===== src/pgi_div.sv =====
`timescale 1ns / 1ps

// Pipelined restoring divider: one quotient bit per stage. The initial
// remainder must lie below the divisor; the numerator bits are shifted in
// from the top. A side word travels along with each item.
module pgi_div #(
	parameter int DEN_W  = 16,
	parameter int NUM_W  = 32,
	parameter int SIDE_W = 1
) (
	input  logic              clk,
	input  logic              arst_n,
	input  logic              en,
	input  logic              in_valid,
	input  logic [DEN_W-1:0]  den,
	input  logic [DEN_W-1:0]  rem_init,
	input  logic [NUM_W-1:0]  num,
	input  logic [SIDE_W-1:0] side_in,
	output logic              out_valid,
	output logic [NUM_W-1:0]  quo,
	output logic [DEN_W-1:0]  rem,
	output logic [SIDE_W-1:0] side_out
);

	logic              vld_s  [NUM_W+1];
	logic [DEN_W-1:0]  rem_s  [NUM_W+1];
	logic [NUM_W-1:0]  num_s  [NUM_W+1];
	logic [NUM_W-1:0]  quo_s  [NUM_W+1];
	logic [SIDE_W-1:0] side_s [NUM_W+1];

	assign vld_s[0]  = in_valid;
	assign rem_s[0]  = rem_init;
	assign num_s[0]  = num;
	assign quo_s[0]  = '0;
	assign side_s[0] = side_in;

	for (genvar j = 0; j < NUM_W; j++) begin : g_step
		logic [DEN_W:0] trial;
		logic           take;

		// Trial subtraction of the divisor from the shifted remainder.
		assign trial = {rem_s[j], num_s[j][NUM_W-1]};
		assign take  = trial >= {1'b0, den};

		always_ff @(posedge clk or negedge arst_n) begin
			if (!arst_n) begin
				vld_s[j+1] <= 1'b0;
			end else if (en) begin
				vld_s[j+1] <= vld_s[j];
			end
		end

		always_ff @(posedge clk) begin
			if (en) begin
				rem_s[j+1]  <= take ? DEN_W'(trial - {1'b0, den}) : trial[DEN_W-1:0];
				num_s[j+1]  <= {num_s[j][NUM_W-2:0], 1'b0};
				quo_s[j+1]  <= {quo_s[j][NUM_W-2:0], take};
				side_s[j+1] <= side_s[j];
			end
		end
	end

	assign out_valid = vld_s[NUM_W];
	assign quo       = quo_s[NUM_W];
	assign rem       = rem_s[NUM_W];
	assign side_out  = side_s[NUM_W];

endmodule


===== config.mk =====
export PLATFORM = sky130hd
export DESIGN_NAME = pgi_div
export DESIGN_NICKNAME = d
export VERILOG_FILES = /design/src/pgi_div.sv
export SDC_FILE = /design/constraint.sdc
export NUM_CORES = 2
export LEC_CHECK = 0
export BUFFER_PORTS_ARGS = -buffer_cell sky130_fd_sc_hd__buf_2
export CAP_MARGIN = 40
export CORE_MARGIN = 4
export CORE_UTILIZATION = 25
export CTS_BUF_LIST = sky130_fd_sc_hd__clkbuf_2 sky130_fd_sc_hd__clkbuf_4 sky130_fd_sc_hd__clkbuf_8
export CTS_CLUSTER_SIZE = 12
export DETAILED_ROUTE_END_ITERATION = 10
export PLACE_DENSITY = 0.52
export SYNTH_ARGS = -nofsm -noshare
export SYNTH_HDL_FRONTEND = slang
export SYNTH_SLANG_ARGS = --single-unit

===== constraint.sdc =====
create_clock -name clk -period 3.1 [get_ports clk]
set_input_delay 0.93 -clock clk [delete_from_list [all_inputs] [get_ports clk]]
set_output_delay 0.93 -clock clk [all_outputs]
set_load 0.02 [all_outputs]

==> out/qor.yml <==
worst_setup_path:
  worstSetupStartpointType: "input port"
  cp_max_fo: 7
  path_common_cell: "buf_12"
  critical_path_buf_inv_count: 5
  crit_slowest_cell: "o31a_1"
  worstPathRequired_ps: 3760
  path_cells: "buf_12 -> clkinvlp_4 -> buf_12 -> buf_4 -> ha_4 -> nor2b_4 -> o31a_1 -> o31ai_4 -> a211oi_2 -> o21a_1 -> o311ai_2 -> nand2_1 -> a211oi_4 -> buf_6 -> mux2_4"
  max_stage_delay_ps: 340
  critPathCaptureType: "flop"
  worstSetupPathType: "in2reg"
  cp_top_family: "compound AO/OA/AOI/OAI gates"
  crit_arrival_ps: 3990
detailed_routing:
  wire_per_inst_um: 16.6
  viasPerCell: 4.37
  wirelength_mm: 193
  ant_nets: 0
  top_layer_used: "met4"
  firstDrtPassIters: 5
  drc: 0
  drt_iter0_markers: 2701
  met2_length_mm: 94.8
  vias: 50976
  dr_wl_met3_mm: 7.19
  wirelength_met1_mm: 83.8
floorplan:
  die_h_um: 562
  pin_count: 119
  die_x_um: 562
  start_util_pct: 25.1
  core_area_mm2: 0.306
  dieArea_mm2: 0.316
  rows: 203
run:
  cap_violations: 0
status:
  violations: "setup timing"
  outcome: "finished with violations"
timing:
  clock_skew_ps: 60.6
  finalSetupTns_ps: -12410
  rsz0062_at_grt: "true"
  fin_crit_ps: 3320
  slew_headroom_pct: 47.8
  worst_pin_slew_ps: 775
  setup_slack_ps: -225
  max_freq_mhz: 301
  fin_crit_sh_pct: 107
  maxSlewViolCount: 0
  holdWs_ps: 200
  hold_viol: 0
  finalSetupViolCount: 142
clocking:
  clock_sinks: 1600
  cts.htree.levels: 5
  worst_skew_pair.late_latency_ps: 920
  clk_pin_slew_worst_paths_ps: 60
  cts_tree: "done"
  cts_buffer_depth: 4
  cts_buffers: 292
  cts_root_buf: "clkbuf_8"
logic_synthesis:
  synthArstFlopShare_pct: 2.00
  synth.largest_area_cell: "edfxtp_1"
  synth_area_mm2: 0.0767
  syn_inst: 5616
  synth_ff_type: "edfxtp_1"
  yosysMostFrequentCell: "edfxtp_1"
  ys_warn_count: 0
  synth_area_leaders: "edfxtp_1 61%, ha_1 8.4%, mux2_2 3.4%, xnor2_1 2.6%, a21oi_1 2.4%"
  syn_nets: 6229
  ys_ff_latch: 1600
  avgSynthCellArea_um2: 13.6
  synth_common_cells: "1568 x edfxtp_1, 512 x ha_1, 412 x nor2_1, 371 x a21oi_1, 311 x o21ai_0"
  synth_edf_count: 1568
  yosysUniqueCellTypes: 92
  synth_top_area_share_pct: 61.4
  yosysSeqAreaShare_pct: 62.5
layout:
  regArea_mm2: 0.0479
  multi_input_area_mm2: 0.0293
  final-instance-count-excl-fill: 11661
  drive_gt1_share_pct: 33.6
  fillers: 30124
  final_util_pct: 33.2
  syn2layout_area_growth_pct: 32.3
  final_nets: 7965
power:
  ir_drop_v: 0.000384
  p_leak_nw: 39.9
  powerDensity_mw_per_mm2: 1010
  p_total_mw: 102
global_route:
  grt_overflow_total: 0
  grt_max_degree: 89
  grt_antenna_before_repair: 2
  grt_pass1_wl_mm: 295
  grtUsageTotal_pct: 11.8
  grt_pass1_vias: 52721
placed_design:
  hpwl_mm: 138
  dp.cells: 11077
  port_buffers: 118
  globalplace.congestion: 0.852
worst_hold_path:
  holdCritPathClass: "in2reg"
metrics by stage:
| stage | setup slack [ps] | area, um2 |
|---|---|---|
| floorplan | -1090 | 77000 |
| global placement | -1330 | 93300 |
| detailed placement | -1280 | 93300 |
| CTS | -127 | 99600 |
| global route | -248 | 101000 |
| finish | -225 | 101000 |
area by class of cell:
class	instances	share of cell area, %
sequential	1600	47.2
inverter	189	0.746
clock inverter	132	0.938
timing repair buffer	1545	12.6
antenna	2	0.00494
clock buffer	369	4.58
tap	4100	5.06
multi-input combinational	3724	28.8
timing repair:
| action | CTS | global route |
|---|---|---|
| hold buffers | 1 | 0 |
| setup buffers | 21 | 48 |
| resized for setup | 94 | 349 |
| pin swaps | 23 | 102 |
| endpoints found under the setup margin | 234 | 384 |
| endpoints found under the hold margin | 32 | 0 |
| gates cloned | 5 | 9 |
registers in the layout (all words and copies together) (netlist names):
name          flops
g_step.trial    527
num_s           465
out_valid         1
quo              32
quo_s           496
rem              16
side_out          1
side_s           31
vld_s            31
per-layer routing:
layer | vias up | track usage [%]
met1 | 24754 | 14.6
li1 | 24922 | -
met4 | 0 | 4.61
met5 | - | 0
met3 | 406 | 1.84
met2 | 894 | 20.5
layout by cell type, fill, tap and decap left out, drive strengths merged, types with 35 or more instances in the layout:
cell	instances
o21ai	323
a31oi	45
edfxtp	1568
a21oi	374
a211oi	39
clkbuf	375
mux2i	35
or3	41
xor2	133
buf	1537
ha	512
a21o	121
mux2	249
nand2	295
nor3	100
inv	190
nor2b	101
xnor2	225
nor2	412
nand4	63
clkinv	98
o21a	88
nand2b	88
nand3	73
power breakdown:
| part | internal, mW | switching, mW |
|---|---|---|
| Combinational | 25.8 | 22.5 |
| Clock | 10.7 | 8.86 |
| Sequential | 31.1 | 3.17 |
worst register-to-register path, delay by kind of cell, from the launching register on:
kind            cells  cell delay [ps]
fa+ha+maj           1              270
flops               1              440
mux                 1              310
buf+inv             1              200
simple gates        2              260
compound gates      6             1540
final timing paths:
| kind | start | end | slack [ps] | cells past startpoint |
|---|---|---|---|---|
| worst max-delay path | den[1] | g_step[19].trial[11] | -220 | 15 |
| worst max register to register | g_step[18].trial[1] | g_step[19].trial[11] | -170 | 11 |
| max in group asynchronous | arst_n | vld_s[22] | 2050 | 2 |
| min in group asynchronous | arst_n | out_valid | 600 | 2 |
| worst min-delay path | num[27] | num_s[1020] | 200 | 1 |
| worst min register to register | quo_s[522] | quo_s[491] | 370 | 0 |
logic make-up (layout without fill, tap and decap cells):
| kind of cell | after synthesis | count (layout) | share of synthesized area [%] |
|---|---|---|---|
| buffers and inverters | 294 | 2235 | 1.66 |
| DFF | 1600 | 1600 | 62.5 |
| other | 0 | 2 | 0 |
| muxes | 284 | 284 | 4.20 |
| adders and majority gates | 544 | 544 | 9.19 |
| AOI/OAI and AO/OA | 1225 | 1226 | 10.1 |
| and+or+nand+nor | 1311 | 1312 | 8.28 |
| xor gates and xnor gates | 358 | 358 | 4.09 |
(Power assumes the default switching activity.)
